**config.mk**
```make
export PLATFORM = sky130hd
export DESIGN_NAME = id3v2_tag_frame_parser_unit_flat
export DESIGN_NICKNAME = d
export VERILOG_FILES = /design/src/id3p_pkg.sv /design/src/id3p_channels.sv /design/src/id3v2_tag_frame_parser_unit.sv /design/src/flat_wrapper.sv
export SDC_FILE = /design/constraint.sdc
export NUM_CORES = 1
export LEC_CHECK = 0
export ABC_AREA = 1
export BUFFER_PORTS_ARGS = -buffer_cell sky130_fd_sc_hd__buf_4
export CAP_MARGIN = 20
export CORE_ASPECT_RATIO = 0.8
export CORE_MARGIN = 5
export CORE_UTILIZATION = 55
export CTS_CLUSTER_SIZE = 40
export DETAILED_ROUTE_END_ITERATION = 7
export PLACE_DENSITY_LB_ADDON = 0.05
export SLEW_MARGIN = 10
export SYNTH_ARGS = -nofsm -noshare
export SYNTH_HDL_FRONTEND = slang
export SYNTH_SLANG_ARGS = --single-unit
```
**constraint.sdc**
```tcl
create_clock -name clock -period 4.54 [get_ports clock]
set_input_delay 0.454 -clock clock [delete_from_list [all_inputs] [get_ports clock]]
set_output_delay 0.454 -clock clock [all_outputs]
set_load 0.02 [all_outputs]
```
**src/id3p_pkg.sv**
```systemverilog
// Package of the tag parser: parse phases, result kinds, frame constants and the result record.
`timescale 1ns / 1ps
package id3p_pkg;

   typedef enum logic [2:0] {
      PH_TAG   = 3'd0,
      PH_ID    = 3'd1,
      PH_SIZE  = 3'd2,
      PH_FLAGS = 3'd3,
      PH_ENC   = 3'd4,
      PH_PAY   = 3'd5
   } phase_type;

   typedef enum logic [1:0] {
      KIND_TAG     = 2'd0,
      KIND_FRAME   = 2'd1,
      KIND_PAYLOAD = 2'd2
   } kind_type;

   localparam logic [31:0] COMM_ID    = 32'h434F_4D4D;
   localparam logic [7:0]  SPACE_BYTE = 8'h20;

   typedef struct packed {
      kind_type     result_kind;
      logic [23:0]  signature;
      logic [7:0]   tag_version;
      logic [3:0]   tag_flags;
      logic [29:0]  tag_size;
      logic [31:0]  frame_id;
      logic [29:0]  payload_count;
      logic [15:0]  frame_flags;
      logic [7:0]   text_encoding;
      logic [7:0]   payload_byte;
      logic         payload_last;
   } rsp_data_type;

endpackage

```
**src/id3p_channels.sv**
```systemverilog
// Handshake channel interfaces: stream byte input and parse result output.
`timescale 1ns / 1ps
interface id3p_req_if;
   logic       valid;
   logic       ready;
   logic [7:0] stream_byte;

   modport source (output valid, output stream_byte, input ready);
   modport sink (input valid, input stream_byte, output ready);
endinterface

interface id3p_rsp_if;
   logic        valid;
   logic        ready;
   logic [1:0]  result_kind;
   logic [23:0] signature;
   logic [7:0]  tag_version;
   logic [3:0]  tag_flags;
   logic [29:0] tag_size;
   logic [31:0] frame_id;
   logic [29:0] payload_count;
   logic [15:0] frame_flags;
   logic [7:0]  text_encoding;
   logic [7:0]  payload_byte;
   logic        payload_last;

   modport source (output valid, input ready, output result_kind, output signature,
                   output tag_version, output tag_flags, output tag_size,
                   output frame_id, output payload_count, output frame_flags,
                   output text_encoding, output payload_byte, output payload_last);
   modport sink (input valid, output ready, input result_kind, input signature,
                 input tag_version, input tag_flags, input tag_size,
                 input frame_id, input payload_count, input frame_flags,
                 input text_encoding, input payload_byte, input payload_last);
endinterface

```
**src/id3v2_tag_frame_parser_unit.sv**
```systemverilog
// Top level of the tag header and frame parser.
`timescale 1ns / 1ps
// Takes one tag stream byte per cycle while the sink keeps up with the results, and
// returns one result per header, frame header or payload byte. A byte lands in
// an input register and is then parsed, its result going into the result
// register. The parse state is updated in that single parse step, which sets
// the one-byte-per-cycle rate. Bytes that give no result never wait; a byte
// that gives one waits only while the result register holds a beat the sink
// has not taken, and meanwhile it stays in the input register and no further
// byte is taken. No clearing pass after reset.
module id3v2_tag_frame_parser_unit
   import id3p_pkg::*;
(
   input logic         clock,
   input logic         reset,
   id3p_req_if.sink    req_chan,
   id3p_rsp_if.source  rsp_chan
);

   function automatic logic [29:0] size_term(input logic [7:0] b, input logic [1:0] idx);
      logic [29:0] wide;
      begin
         wide = {22'd0, b};
         unique case (idx)
            2'd0: size_term = wide << 21;
            2'd1: size_term = wide << 14;
            2'd2: size_term = wide << 7;
            default: size_term = wide;
         endcase
      end
   endfunction

   logic         in_valid_ff, in_valid_in;
   logic [7:0]   in_byte_ff;
   phase_type    phase_ff, phase_in;
   logic [3:0]   pos_ff, pos_in;
   logic [7:0]   version_ff, version_in;
   logic [23:0]  sig_ff, sig_in;
   logic [3:0]   tflags_ff, tflags_in;
   logic [29:0]  acc_ff, acc_in;
   logic [31:0]  fid_ff, fid_in;
   logic [15:0]  fflags_ff, fflags_in;
   logic [29:0]  remain_ff, remain_in;
   logic [2:0]   pidx_ff, pidx_in;
   logic         rsp_valid_ff, rsp_valid_in;
   rsp_data_type rsp_data_ff, rsp_data;

   logic         has_result;
   logic         proc;
   logic         tag_done, id_done, size_done, flags_done;
   logic [29:0]  acc_sum, frame_count, remain_dec;

   assign tag_done   = (pos_ff == 4'd9);
   assign id_done    = (version_ff >= 8'd3) ? (pos_ff == 4'd3) : (pos_ff == 4'd2);
   assign size_done  = (pos_ff == 4'd3);
   assign flags_done = (pos_ff == 4'd1);
   assign frame_count = (acc_ff == 30'd0) ? 30'd0 : (acc_ff - 30'd1);
   assign remain_dec  = (remain_ff == 30'd0) ? 30'd0 : (remain_ff - 30'd1);

   always_comb begin
      unique case (phase_ff)
         PH_ID, PH_SIZE, PH_FLAGS: has_result = 1'b0;
         PH_ENC, PH_PAY:           has_result = 1'b1;
         default:                  has_result = tag_done;
      endcase
   end

   assign proc = in_valid_ff && (!has_result || !rsp_valid_ff || rsp_chan.ready);
   assign req_chan.ready = !in_valid_ff || proc;

   always_comb begin
      if (req_chan.valid && req_chan.ready) begin
         in_valid_in = 1'b1;
      end else if (proc) begin
         in_valid_in = 1'b0;
      end else begin
         in_valid_in = in_valid_ff;
      end
   end

   // next phase
   always_comb begin
      unique case (phase_ff)
         PH_ID:    phase_in = id_done ? PH_SIZE : PH_ID;
         PH_SIZE:  phase_in = size_done ? PH_FLAGS : PH_SIZE;
         PH_FLAGS: phase_in = flags_done ? PH_ENC : PH_FLAGS;
         PH_ENC:   phase_in = (frame_count != 30'd0) ? PH_PAY : PH_ID;
         PH_PAY:   phase_in = (remain_dec == 30'd0) ? PH_ID : PH_PAY;
         default:  phase_in = tag_done ? PH_ID : PH_TAG;
      endcase
   end

   // datapath and result
   always_comb begin
      pos_in     = pos_ff;
      version_in = version_ff;
      sig_in     = sig_ff;
      tflags_in  = tflags_ff;
      acc_in     = acc_ff;
      fid_in     = fid_ff;
      fflags_in  = fflags_ff;
      remain_in  = remain_ff;
      pidx_in    = pidx_ff;
      rsp_data   = '0;
      acc_sum    = acc_ff + size_term(in_byte_ff, pos_ff[1:0]);
      unique case (phase_ff)
         PH_ID: begin
            fid_in = {fid_ff[23:0], in_byte_ff};
            pos_in = pos_ff + 4'd1;
            if (id_done) begin
               pos_in = 4'd0;
               acc_in = 30'd0;
            end
         end
         PH_SIZE: begin
            acc_in = acc_sum;
            pos_in = pos_ff + 4'd1;
            if (size_done) begin
               pos_in    = 4'd0;
               fflags_in = 16'd0;
            end
         end
         PH_FLAGS: begin
            fflags_in = {fflags_ff[7:0], in_byte_ff};
            pos_in    = flags_done ? 4'd0 : (pos_ff + 4'd1);
         end
         PH_ENC: begin
            remain_in              = frame_count;
            rsp_data.result_kind   = KIND_FRAME;
            rsp_data.frame_id      = fid_ff;
            rsp_data.payload_count = frame_count;
            rsp_data.frame_flags   = fflags_ff;
            rsp_data.text_encoding = in_byte_ff;
            pos_in  = 4'd0;
            pidx_in = 3'd0;
            if (frame_count == 30'd0) begin
               fid_in    = 32'd0;
               acc_in    = 30'd0;
               fflags_in = 16'd0;
            end
         end
         PH_PAY: begin
            rsp_data.result_kind  = KIND_PAYLOAD;
            rsp_data.payload_byte = (pidx_ff == 3'd3 && fid_ff == COMM_ID) ? SPACE_BYTE
                                                                          : in_byte_ff;
            rsp_data.payload_last = (remain_dec == 30'd0);
            if (pidx_ff < 3'd4) begin
               pidx_in = pidx_ff + 3'd1;
            end
            remain_in = remain_dec;
            if (remain_dec == 30'd0) begin
               pos_in    = 4'd0;
               fid_in    = 32'd0;
               acc_in    = 30'd0;
               fflags_in = 16'd0;
            end
         end
         default: begin
            acc_sum = acc_ff + size_term(in_byte_ff, 2'(pos_ff - 4'd6));
            if (pos_ff < 4'd3) begin
               sig_in = {sig_ff[15:0], in_byte_ff};
            end else if (pos_ff == 4'd3) begin
               version_in = in_byte_ff;
            end else if (pos_ff == 4'd5) begin
               tflags_in = in_byte_ff[7:4];
               acc_in    = 30'd0;
            end else if (pos_ff >= 4'd6) begin
               acc_in = acc_sum;
            end
            pos_in = pos_ff + 4'd1;
            if (tag_done) begin
               rsp_data.result_kind = KIND_TAG;
               rsp_data.signature   = sig_in;
               rsp_data.tag_version = version_in;
               rsp_data.tag_flags   = tflags_in;
               rsp_data.tag_size    = acc_in;
               pos_in    = 4'd0;
               fid_in    = 32'd0;
               acc_in    = 30'd0;
               fflags_in = 16'd0;
            end
         end
      endcase
   end

   always_comb begin
      if (proc && has_result) begin
         rsp_valid_in = 1'b1;
      end else if (rsp_chan.ready) begin
         rsp_valid_in = 1'b0;
      end else begin
         rsp_valid_in = rsp_valid_ff;
      end
   end

   always_ff @(posedge clock) begin
      if (reset) begin
         in_valid_ff  <= 1'b0;
         rsp_valid_ff <= 1'b0;
         phase_ff     <= PH_TAG;
         pos_ff       <= 4'd0;
         version_ff   <= 8'd0;
         sig_ff       <= 24'd0;
         tflags_ff    <= 4'd0;
         acc_ff       <= 30'd0;
         fid_ff       <= 32'd0;
         fflags_ff    <= 16'd0;
         remain_ff    <= 30'd0;
         pidx_ff      <= 3'd0;
      end else begin
         in_valid_ff  <= in_valid_in;
         rsp_valid_ff <= rsp_valid_in;
         if (proc) begin
            phase_ff   <= phase_in;
            pos_ff     <= pos_in;
            version_ff <= version_in;
            sig_ff     <= sig_in;
            tflags_ff  <= tflags_in;
            acc_ff     <= acc_in;
            fid_ff     <= fid_in;
            fflags_ff  <= fflags_in;
            remain_ff  <= remain_in;
            pidx_ff    <= pidx_in;
         end
      end
   end

   always_ff @(posedge clock) begin
      if (req_chan.valid && req_chan.ready) begin
         in_byte_ff <= req_chan.stream_byte;
      end
      if (proc && has_result) begin
         rsp_data_ff <= rsp_data;
      end
   end

   assign rsp_chan.valid         = rsp_valid_ff;
   assign rsp_chan.result_kind   = rsp_data_ff.result_kind;
   assign rsp_chan.signature     = rsp_data_ff.signature;
   assign rsp_chan.tag_version   = rsp_data_ff.tag_version;
   assign rsp_chan.tag_flags     = rsp_data_ff.tag_flags;
   assign rsp_chan.tag_size      = rsp_data_ff.tag_size;
   assign rsp_chan.frame_id      = rsp_data_ff.frame_id;
   assign rsp_chan.payload_count = rsp_data_ff.payload_count;
   assign rsp_chan.frame_flags   = rsp_data_ff.frame_flags;
   assign rsp_chan.text_encoding = rsp_data_ff.text_encoding;
   assign rsp_chan.payload_byte  = rsp_data_ff.payload_byte;
   assign rsp_chan.payload_last  = rsp_data_ff.payload_last;

endmodule

```
**src/flat_wrapper.sv**
```systemverilog
// flat-port wrapper written by rule: the top's interface ports become plain ports
module id3v2_tag_frame_parser_unit_flat import id3p_pkg::*;
  (clock, reset, req_chan_valid, req_chan_stream_byte, req_chan_ready, rsp_chan_valid, rsp_chan_ready, rsp_chan_result_kind, rsp_chan_signature, rsp_chan_tag_version, rsp_chan_tag_flags, rsp_chan_tag_size, rsp_chan_frame_id, rsp_chan_payload_count, rsp_chan_frame_flags, rsp_chan_text_encoding, rsp_chan_payload_byte, rsp_chan_payload_last);
  id3p_req_if req_chan_i ();
  id3p_rsp_if rsp_chan_i ();
  input logic clock;
  input logic reset;
  input wire logic [$bits(req_chan_i.valid)-1:0] req_chan_valid;
  input wire logic [$bits(req_chan_i.stream_byte)-1:0] req_chan_stream_byte;
  output wire logic [$bits(req_chan_i.ready)-1:0] req_chan_ready;
  output wire logic [$bits(rsp_chan_i.valid)-1:0] rsp_chan_valid;
  input wire logic [$bits(rsp_chan_i.ready)-1:0] rsp_chan_ready;
  output wire logic [$bits(rsp_chan_i.result_kind)-1:0] rsp_chan_result_kind;
  output wire logic [$bits(rsp_chan_i.signature)-1:0] rsp_chan_signature;
  output wire logic [$bits(rsp_chan_i.tag_version)-1:0] rsp_chan_tag_version;
  output wire logic [$bits(rsp_chan_i.tag_flags)-1:0] rsp_chan_tag_flags;
  output wire logic [$bits(rsp_chan_i.tag_size)-1:0] rsp_chan_tag_size;
  output wire logic [$bits(rsp_chan_i.frame_id)-1:0] rsp_chan_frame_id;
  output wire logic [$bits(rsp_chan_i.payload_count)-1:0] rsp_chan_payload_count;
  output wire logic [$bits(rsp_chan_i.frame_flags)-1:0] rsp_chan_frame_flags;
  output wire logic [$bits(rsp_chan_i.text_encoding)-1:0] rsp_chan_text_encoding;
  output wire logic [$bits(rsp_chan_i.payload_byte)-1:0] rsp_chan_payload_byte;
  output wire logic [$bits(rsp_chan_i.payload_last)-1:0] rsp_chan_payload_last;
  assign req_chan_i.valid = req_chan_valid;
  assign req_chan_i.stream_byte = req_chan_stream_byte;
  assign req_chan_ready = req_chan_i.ready;
  assign rsp_chan_valid = rsp_chan_i.valid;
  assign rsp_chan_i.ready = rsp_chan_ready;
  assign rsp_chan_result_kind = rsp_chan_i.result_kind;
  assign rsp_chan_signature = rsp_chan_i.signature;
  assign rsp_chan_tag_version = rsp_chan_i.tag_version;
  assign rsp_chan_tag_flags = rsp_chan_i.tag_flags;
  assign rsp_chan_tag_size = rsp_chan_i.tag_size;
  assign rsp_chan_frame_id = rsp_chan_i.frame_id;
  assign rsp_chan_payload_count = rsp_chan_i.payload_count;
  assign rsp_chan_frame_flags = rsp_chan_i.frame_flags;
  assign rsp_chan_text_encoding = rsp_chan_i.text_encoding;
  assign rsp_chan_payload_byte = rsp_chan_i.payload_byte;
  assign rsp_chan_payload_last = rsp_chan_i.payload_last;
  id3v2_tag_frame_parser_unit u_core (.clock(clock), .reset(reset), .req_chan(req_chan_i), .rsp_chan(rsp_chan_i));
endmodule
```
---- After elaboration in Yosys (flattened, before gate mapping) ----
Index checks and enable logic that the tools add are counted.
storage, ports and cells
  register bits ........................... 327
operators by class
  add/sub/neg operators ................... 7
  $lt $le $gt $ge ......................... 4
  equal/unequal tests ..................... 21
  mux-type cells .......................... 53
  bitwise operators ....................... 6
  reduce and logical (&&, ||, !) cells .... 35
operators by type and width
  operator                                                number
  2-to-1 mux 30 bit                                       11
  one-hot mux 29 bit (3 select lines)                     2
  one-hot mux 30 bit (5 select lines)                     1
  one-hot mux 32 bit (4 select lines)                     1
  zero test 30 bit                                        4
  2-to-1 mux 32 bit                                       3
  one-hot mux 16 bit (5 select lines)                     1
  2-to-1 mux 16 bit                                       4
  one-hot mux 30 bit (2 select lines)                     1
  subtractor 30 x 1 -> 30 bit (second input constant)     2
  equality test 32 x 31 -> 1 bit (second input constant)  1
  2-to-1 mux 4 bit                                        8
  adder 30 x 29 -> 30 bit                                 1
  adder 30 bit                                            1
  nonzero test 30 bit                                     1
  2-to-1 mux 24 bit                                       1
  one-hot mux 4 bit (5 select lines)                      1
  2-to-1 mux 8 bit                                        2
  one-hot mux 3 bit (5 select lines)                      1
  2-to-1 mux 3 bit                                        4
  inequality test 2 x 1 -> 1 bit (second input constant)  5
  AND reduction 5 bit                                     2
  equality test 3 x 2 -> 1 bit (second input constant)    3
  equality test 4 x 2 -> 1 bit (second input constant)    2
  other kinds (35)                                        63

---- Logic depth before layout (Yosys ltp) ----
Gate-level depths: netlist of the first run.
  depth after elaboration ................. 11
  gate-level depth with buffers ........... 22

---- Worst setup path after synthesis of the first run ----
No wires, ideal clock.
  path kind ............................... flip-flop to flip-flop
  start ................................... register u_core.phase_ff[0]
  end ..................................... register u_core.rsp_data_ff (netlist bit u_core.rsp_chan.frame_flags[0]) (enable)
  library setup time ...................... 0.516 ns
  arrival time ............................ 4.505 ns
  setup slack ............................. -0.481 ns
  cell stages (with the launch flop) ...... 15
  path buffers ............................ 0
  cells stage by stage .................... dfxtp_1 > inv_2 > nor2_1 > inv_2 > nor2_2 > inv_2 > nand2_1 > nor2_1 > nand2_1 > nand2_1 > nand2_1 > nand2_2 > inv_2 > nand2_1 > inv_1
between the ends
  cells in the longest elaborated chain, start to end .. 8
  elaborated cells on any way between the ends .. 13
  classes of those cells .................. 5 x eq/ne; 1 x mux; 7 x reduce/logical
RTL lines
  item                                                                              line                                source
  from (decl)                                                                       id3v2_tag_frame_parser_unit.sv:35   phase_type phase_ff, phase_in;
  from (signal assigned)                                                            id3v2_tag_frame_parser_unit.sv:214  phase_ff <= phase_in;
  equality test 3 x 1 -> 1 bit, or another cell as far along                        id3v2_tag_frame_parser_unit.sv:61   unique case (phase_ff)
  OR reduction 3 bit (no source line) / OR reduction 2 bit (equally long branches)  -
  one-hot mux 1 bit (2 select lines) (*)                                            id3v2_tag_frame_parser_unit.sv:61
  zero test 1 bit                                                                   id3v2_tag_frame_parser_unit.sv:68   assign proc = in_valid_ff && (!has_result || !rsp_valid_ff || rsp_chan.ready);
  logical OR 1 bit (2 in a row)                                                     id3v2_tag_frame_parser_unit.sv:68
  logical AND 1 bit                                                                 id3v2_tag_frame_parser_unit.sv:68
  logical AND 1 bit (*)                                                             id3v2_tag_frame_parser_unit.sv:232  if (proc && has_result) begin
  to (signal assigned)                                                              id3v2_tag_frame_parser_unit.sv:233  rsp_data_ff <= rsp_data;
  to (decl)                                                                         id3v2_tag_frame_parser_unit.sv:46   rsp_data_type rsp_data_ff, rsp_data;
Mark *: on every way between the ends. The rest lies on a longest branch, timed or not.
A chain may end at the register's enable or synchronous reset.

---- Final worst setup path of the first run ----
  start ................................... register u_core.acc_ff[1]
  end ..................................... register u_core.acc_ff[27]
between the ends
  cells in the longest elaborated chain, start to end .. 7
  elaborated cells on any way between the ends .. 14
  classes of those cells .................. 3 x add/sub; 1 x eq/ne; 7 x mux; 3 x reduce/logical
RTL lines
  item                                 line                                source
  from (decl)                          id3v2_tag_frame_parser_unit.sv:40   logic [29:0] acc_ff, acc_in;
  from (signal assigned)               id3v2_tag_frame_parser_unit.sv:219  acc_ff <= acc_in;
  adder 30 bit                         id3v2_tag_frame_parser_unit.sv:159  acc_sum = acc_ff + size_term(in_byte_ff, 2'(pos_ff - 4'd6));
  2-to-1 mux 30 bit                    id3v2_tag_frame_parser_unit.sv:167  end else if (pos_ff >= 4'd6) begin
  2-to-1 mux 30 bit                    id3v2_tag_frame_parser_unit.sv:164  end else if (pos_ff == 4'd5) begin
  2-to-1 mux 30 bit                    id3v2_tag_frame_parser_unit.sv:162  end else if (pos_ff == 4'd3) begin
  2-to-1 mux 30 bit                    id3v2_tag_frame_parser_unit.sv:160  if (pos_ff < 4'd3) begin
  2-to-1 mux 30 bit                    id3v2_tag_frame_parser_unit.sv:171  if (tag_done) begin
  one-hot mux 30 bit (5 select lines)  id3v2_tag_frame_parser_unit.sv:106  unique case (phase_ff)
Parallel ways exist; a longest one is shown, timed or not.

==> results.yml, run 1 <==
timing:
  worstMarginPinSlew_ns: 0.9537
  setup_violations: 0
  rsz0062_at_grt: "no"
  hold_viol_final: 0
  fin_crit_ns: 3.864
  slew_headroom: 0.3642
  fin_skew_ns: 0.03076
  timing.final.crit_share: 0.8512
  drv_slew: 0
  fin_tns_setup_ns: 0
  fmax_mhz: 258.8
final_layout:
  n_antenna_cell: 0
  drive_gt1_frac: 0.1094
  nNetsFinal: 3203
  layout_commonest_cell: "nand2_1"
  area_growth_pct: 13.74
  final_util: 0.6342
  final_cell_mix: "nand2_1 (693), nor2_1 (522), inv_1 (412), buf_4 (207), nand3_1 (191)"
power_and_ir_drop:
  p_leak_nw: 10.75
  power.net_switching_mw: 2.043
  sequentialPowerShare: 0.451
  p_sw_frac: 0.2850
  p_int_mw: 5.125
  peakVddDrop_mv: 0.2766
  power.density_nw_per_um2: 305.1
  p_clk_frac: 0.407
  comb_power_share: 0.141
global_route:
  grt_pass1_wl_mm: 106.4
  antenna_found_initial: 2
  grt_max_degree: 165
  grt_pass1_vias: 18890
  track_usage: 0.3195
  grt_overflow: 0
detailed_routing:
  via_count: 21010
  firstDrtPassIters: 6
  ant_nets: 0
  drt_iter0_markers: 2597
  drc_errors: 0
  routed_wl_mm: 68.83
  viasPerCell: 5.788
  wire_per_inst_um: 18.96
synth:
  synth.area.top_cells: "edfxtp_1 (25%), dfxtp_1 (15%), nand2_1 (13%), nor2_1 (9.5%), inv_1 (7.6%)"
  ys_types: 48
  synth_seq_cells: 327
  seq_area_frac_synth: 0.3998
  synth_ff_type: "edfxtp_1"
  ys_async_sr_fraction: 0
  synth_edf_count: 171
  synth.avg_cell_area_um2: 6.904
  ys.warnings.count: 0
  synth_largest_area_cell: "edfxtp_1"
  netlist_area_um2: 20660
  synth_top_area_share: 0.2486
  synthCells: 2992
  syn_nets: 3077
worst_setup_path:
  crit_fanout: 57
  required_ns: 4.99
  crit_chain: "inv_1 -> ha_1 -> nand4_1 -> nor2_1 -> nand2_1 -> buf_4 -> nand3_1 -> nand2_1 -> nor2_1 -> nand2_1 -> nor2_1 -> nand2_1 -> nand2_2 -> nand3_2 -> buf_4 -> nand2_1 -> nand2_1 -> nor2_1"
  critical-path-top-delay-family: "simple AND/OR/NAND/NOR gates"
  cp_slowest_cell: "dfxtp_1"
  crit_buf_inv: 3
  crit_top_cell: "nand2_1"
  cp_slowest_stage_delay_ns: 0.50
  arrival_ns: 4.31
  path_class: "reg -> reg"
  cp-start-kind: "flop"
  endpoint_kind: "flop"
cts:
  clk_pin_slew_ns: 0.06
  cts_tree: "yes"
  cts_buffers: 35
  cts_setup_buffers: 0
  cts.sinks: 327
  ctsResizeCount: 0
  ctsHoldBuffers: 0
  cts.path.max_buffers: 3
  htreeDepth: 2
  cts-root-buf: "clkbuf_16"
  clkLatencyLatePin_ns: 0.55
floorplanning:
  die-width_um: 226.7
  rows: 63
  coreArea_um2: 37050
  start_util: 0.5576
  dieArea_um2: 41560
  dieHeight_um: 183.3
  io_pins: 177
status:
  status: "finished, final reports clean"
placed_design:
  portBuffers: 176
  dpl.hpwl_mm: 50.60
  gp_congestion: 1.044
worst_hold_path:
  hold_class: "in -> reg"
run:
  maxCapViolCount: 0
## sequential cells by signal (all words and copies together) (netlist names), 24 cells and up
register                       count
u_core.fid_ff                     32
u_core.rsp_chan.frame_id          32
u_core.acc_ff                     30
u_core.remain_ff                  30
u_core.rsp_chan.payload_count     30
u_core.rsp_chan.tag_size          30
u_core.rsp_chan.signature         24
u_core.sig_ff                     24
## power by group through the flow
stage	Clock, mW	Combinational, mW	Sequential (mW)
after floorplan	0	0.717	3.24
after global placement	0	0.964	3.29
after detailed placement	0	0.976	3.29
after CTS	2.95	0.983	3.23
after global routing	3.08	1.13	3.23
final	2.92	1.01	3.23
## through the flow
stage                     std cells  area (um2)  worst slack, ns  total power [mW]  hold slack [ns]
after floorplan                2992       20660           0.3499             3.954           0.4297
after global placement         3568       22330           0.8543             4.255           0.4371
after detailed placement       3568       22330           0.7870             4.267           0.4424
after CTS                      3630       23500           0.7728             7.159          0.07748
after global routing           3630       23500           0.3768             7.443          0.08069
final                          3630       23500           0.6756             7.168          0.09539
## layer usage
metal / share of wire / global-route usage / vias to the layer above
li1: - / - / 9957
met1: 0.43 / 0.4695 / 9820
met5: 0.00032 / 0 / -
met2: 0.43 / 0.4870 / 1082
met4: 0.028 / 0.08444 / 4
met3: 0.11 / 0.06017 / 147
## final cells by class
class	instances	area [um2]
Clock buffer	44	959.7
Clock inverter	18	202.7
Fill cell	3371	13550
Inverter	439	1653
Multi-Input combinational cell	2106	10220
Sequential cell	327	8258
Tap cell	487	609.3
Timing Repair Buffer	209	1594
## Yosys cell counts (6+ instances only)
master	number
o221ai_1	18
ha_1	71
o211ai_1	18
a21o_1	9
clkbuf_1	78
a21oi_1	149
o21bai_1	12
nor2_1	524
buf_1	13
inv_2	18
buf_6	8
nor2_2	13
xnor2_1	10
nand2_1	693
o22ai_1	6
o21ai_0	184
nand3_1	192
xor2_1	18
edfxtp_1	171
nand2_2	15
nand4_1	85
or2_2	9
dfxtp_1	156
nor4_1	11
nor3_1	24
buf_2	17
inv_1	416
## cells by family after synthesis
family,Yosys count,synth area share
and+or+nand+nor,1589,0.3263
buffers and inverters,559,0.1062
AOI/OAI and AO/OA,416,0.1109
DFF,327,0.3998
adders and majority gates,73,0.04494
xor gates and xnor gates,28,0.01187
## worst paths after layout
path,cells after the start,end,slack (ns),from
worst max register to register,18,u_core.acc_ff[27]$_SDFFE_PP0P_,0.68,u_core.acc_ff[1]$_SDFFE_PP0P_
worst max-delay path,18,u_core.acc_ff[27]$_SDFFE_PP0P_,0.68,u_core.acc_ff[1]$_SDFFE_PP0P_
worst min-delay path,1,u_core.in_byte_ff[6]$_DFFE_PP_,0.1,req_chan_stream_byte[6]
worst min register to register,2,u_core.tflags_ff[1]$_SDFFE_PP0P_,0.45,u_core.tflags_ff[1]$_SDFFE_PP0P_
Power figures use the tool's default switching activity.
==> run 2: changes to the inputs <==
--- a/config.mk
+++ b/config.mk
@@ -13,6 +13,7 @@
 export CORE_UTILIZATION = 55
 export CTS_CLUSTER_SIZE = 40
 export DETAILED_ROUTE_END_ITERATION = 7
+export GPL_TIMING_DRIVEN = 0
 export PLACE_DENSITY_LB_ADDON = 0.05
 export SLEW_MARGIN = 10
 export SYNTH_ARGS = -nofsm -noshare
==> run 2 against run 1 <==
The run now ends with design-rule violations left. Sequential power hardly changed. Non-clock buffer count is 91 higher. Critical path depth shrank 1. Register-to-register slack lost 0.27 ns. Setup slack got worse by 0.27 ns. Utilization rose by 0.90 points. Cell count rose by 2.5%. Clock power hardly changed. Flip-flop and latch count did not move. Global-route usage increased by 2.2 points. Critical endpoint is now u_core.acc_ff[25]$_SDFFE_PP0P_.
==> results.yml, run 2 (synthesis gave the netlist of run 1 again) <==
detailed_routing:
  via_count: 21670
  wl_met2_mm: 30.97
  routed_wl_mm: 73.47
  drt_iter0_markers: 2804
  top_layer_used: "met4"
  wl_met3_mm: 8.695
  drc_errors: 8
  met1_length_mm: 31.46
  ant_nets: 0
  firstDrtPassIters: 8
  wire_per_inst_um: 19.74
  viasPerCell: 5.822
final_layout:
  n_antenna_cell: 0
  fill_cells: 3224
  final_util: 0.6432
  layout_commonest_cell: "nand2_1"
  nNetsFinal: 3294
  seq_area_um2: 8258
  multi_input_area_um2: 10200
  final_cell_mix: "nand2_1 (693), nor2_1 (524), inv_1 (415), nand3_1 (192), o21ai_0 (184)"
  drive_gt1_frac: 0.1042
  area_growth_pct: 15.35
placed_design:
  pre_cts_ws_ns: 0.5942
  gp_congestion: 0.9898
  portBuffers: 176
  dpl.hpwl_mm: 56.99
worst_setup_path:
  crit_fanout: 10
  path_class: "reg -> reg"
  crit_chain: "ha_1 -> clkbuf_1 -> buf_1 -> nand2_1 -> nor2_1 -> ha_1 -> nand2_1 -> nor4_1 -> nand3_1 -> nand3_1 -> nand3_1 -> nand2_1 -> nand2_1 -> nand3_1 -> o21ai_0 -> nor2_1 -> nor2_1"
  cp_slowest_cell: "nor4_1"
  required_ns: 4.96
  arrival_ns: 4.56
  endpoint_kind: "flop"
  cp-start-kind: "flop"
  cp_slowest_stage_delay_ns: 0.58
power_and_ir_drop:
  p_int_mw: 5.117
  comb_power_share: 0.148
  peakVddDrop_mv: 0.3338
  power.net_switching_mw: 2.094
  p_clk_frac: 0.408
  sequentialPowerShare: 0.444
  p_leak_nw: 10.82
  p_sw_frac: 0.2904
  power.density_nw_per_um2: 302.6
timing:
  fin_skew_ns: 0.01147
  drv_slew: 0
  hold_viol_final: 0
  slew_headroom: 0.2657
  hold-worst-slack_ns: 0.09863
  fin_crit_ns: 4.134
  fin_tns_setup_ns: 0
  rsz0062_at_grt: "no"
  timing.final.crit_share: 0.9105
  worstMarginPinSlew_ns: 1.101
  layout_setup_ws_ns: 0.4064
  fmax_mhz: 241.9
  setup_violations: 0
cts:
  ctsHoldBuffers: 0
  clkLatencyLatePin_ns: 0.53
  clk_pin_slew_ns: 0.07
  cts_buffers: 35
  cts_setup_buffers: 0
  cts_tree: "yes"
  cts.sinks: 327
  cts-root-buf: "clkbuf_16"
  htreeDepth: 2
  cts.path.max_buffers: 3
  ctsResizeCount: 0
global_route:
  grt_max_degree: 41
  grt_pass1_vias: 19940
  grt_pass1_wl_mm: 112.2
  grt_overflow: 0
  antenna_found_initial: 0
  track_usage: 0.3412
floorplanning:
  coreArea_um2: 37050
  dieArea_um2: 41560
  dieHeight_um: 183.3
  rows: 63
  io_pins: 177
  die-width_um: 226.7
  start_util: 0.5576
worst_hold_path:
  hold_class: "in -> reg"
status:
  failed_checks: "design-rule violations"
  status: "complete, but fails checks"
run:
  maxCapViolCount: 0
==> run 2: cell type report <==
type,instances,share of cell area
plain buffers,120,0.02295
clock buffers,46,0.04017
clock inverters,17,0.008349
inverters,439,0.06931
multi-input cells,2106,0.4283
flip-flops and latches,327,0.3466
well taps,487,0.02557
repair buffers,180,0.05881
==> run 2: routing by layer <==
metal / vias to the layer above / track usage
li1: 10130 / -
met1: 10050 / 0.4938
met2: 1321 / 0.5148
met3: 173 / 0.07745
met4: 0 / 0.09911
met5: - / 0
==> run 2: power by group through the flow <==
| stage | clock network (mW) | registers [mW] | logic [mW] |
|---|---|---|---|
| final | 2.94 | 3.21 | 1.06 |
| after global routing | 3.07 | 3.21 | 1.16 |
| after CTS | 2.94 | 3.20 | 1.03 |
| after detailed placement | 0 | 3.27 | 1.02 |
| after global placement | 0 | 3.26 | 1.00 |
| after floorplan | 0 | 3.24 | 0.717 |
==> run 2: path summary, 6_finish.rpt <==
check,startpoint,to,slack (ns),depth (start not counted)
worst max-delay path,u_core.pos_ff[0]$_SDFFE_PP0P_,u_core.acc_ff[25]$_SDFFE_PP0P_,0.41,17
worst min-delay path,req_chan_stream_byte[1],u_core.in_byte_ff[1]$_DFFE_PP_,0.1,1
worst max register to register,u_core.pos_ff[0]$_SDFFE_PP0P_,u_core.acc_ff[25]$_SDFFE_PP0P_,0.41,17
worst min register to register,u_core.tflags_ff[1]$_SDFFE_PP0P_,u_core.tflags_ff[1]$_SDFFE_PP0P_,0.45,2
==> run 2: per-stage QoR <==
step	power, mW	instances	instance area [um2]
floorplan	3.954	2992	20660
global placement	4.269	3655	22590
detailed placement	4.283	3659	22670
CTS	7.171	3722	23830
global route	7.442	3722	23830
finish	7.211	3722	23830
==> run 2: critical path: cells and delay by family, from the launching register on <==
| kind | cells | cell delay (ns) |
|---|---|---|
| adder cells (fa/ha/maj) | 2 | 0.49 |
| AND/OR/NAND/NOR | 12 | 2.12 |
| AO/OA/AOI/OAI | 1 | 0.10 |
| buffers and inverters | 2 | 0.83 |
| flip-flops | 1 | 0.48 |
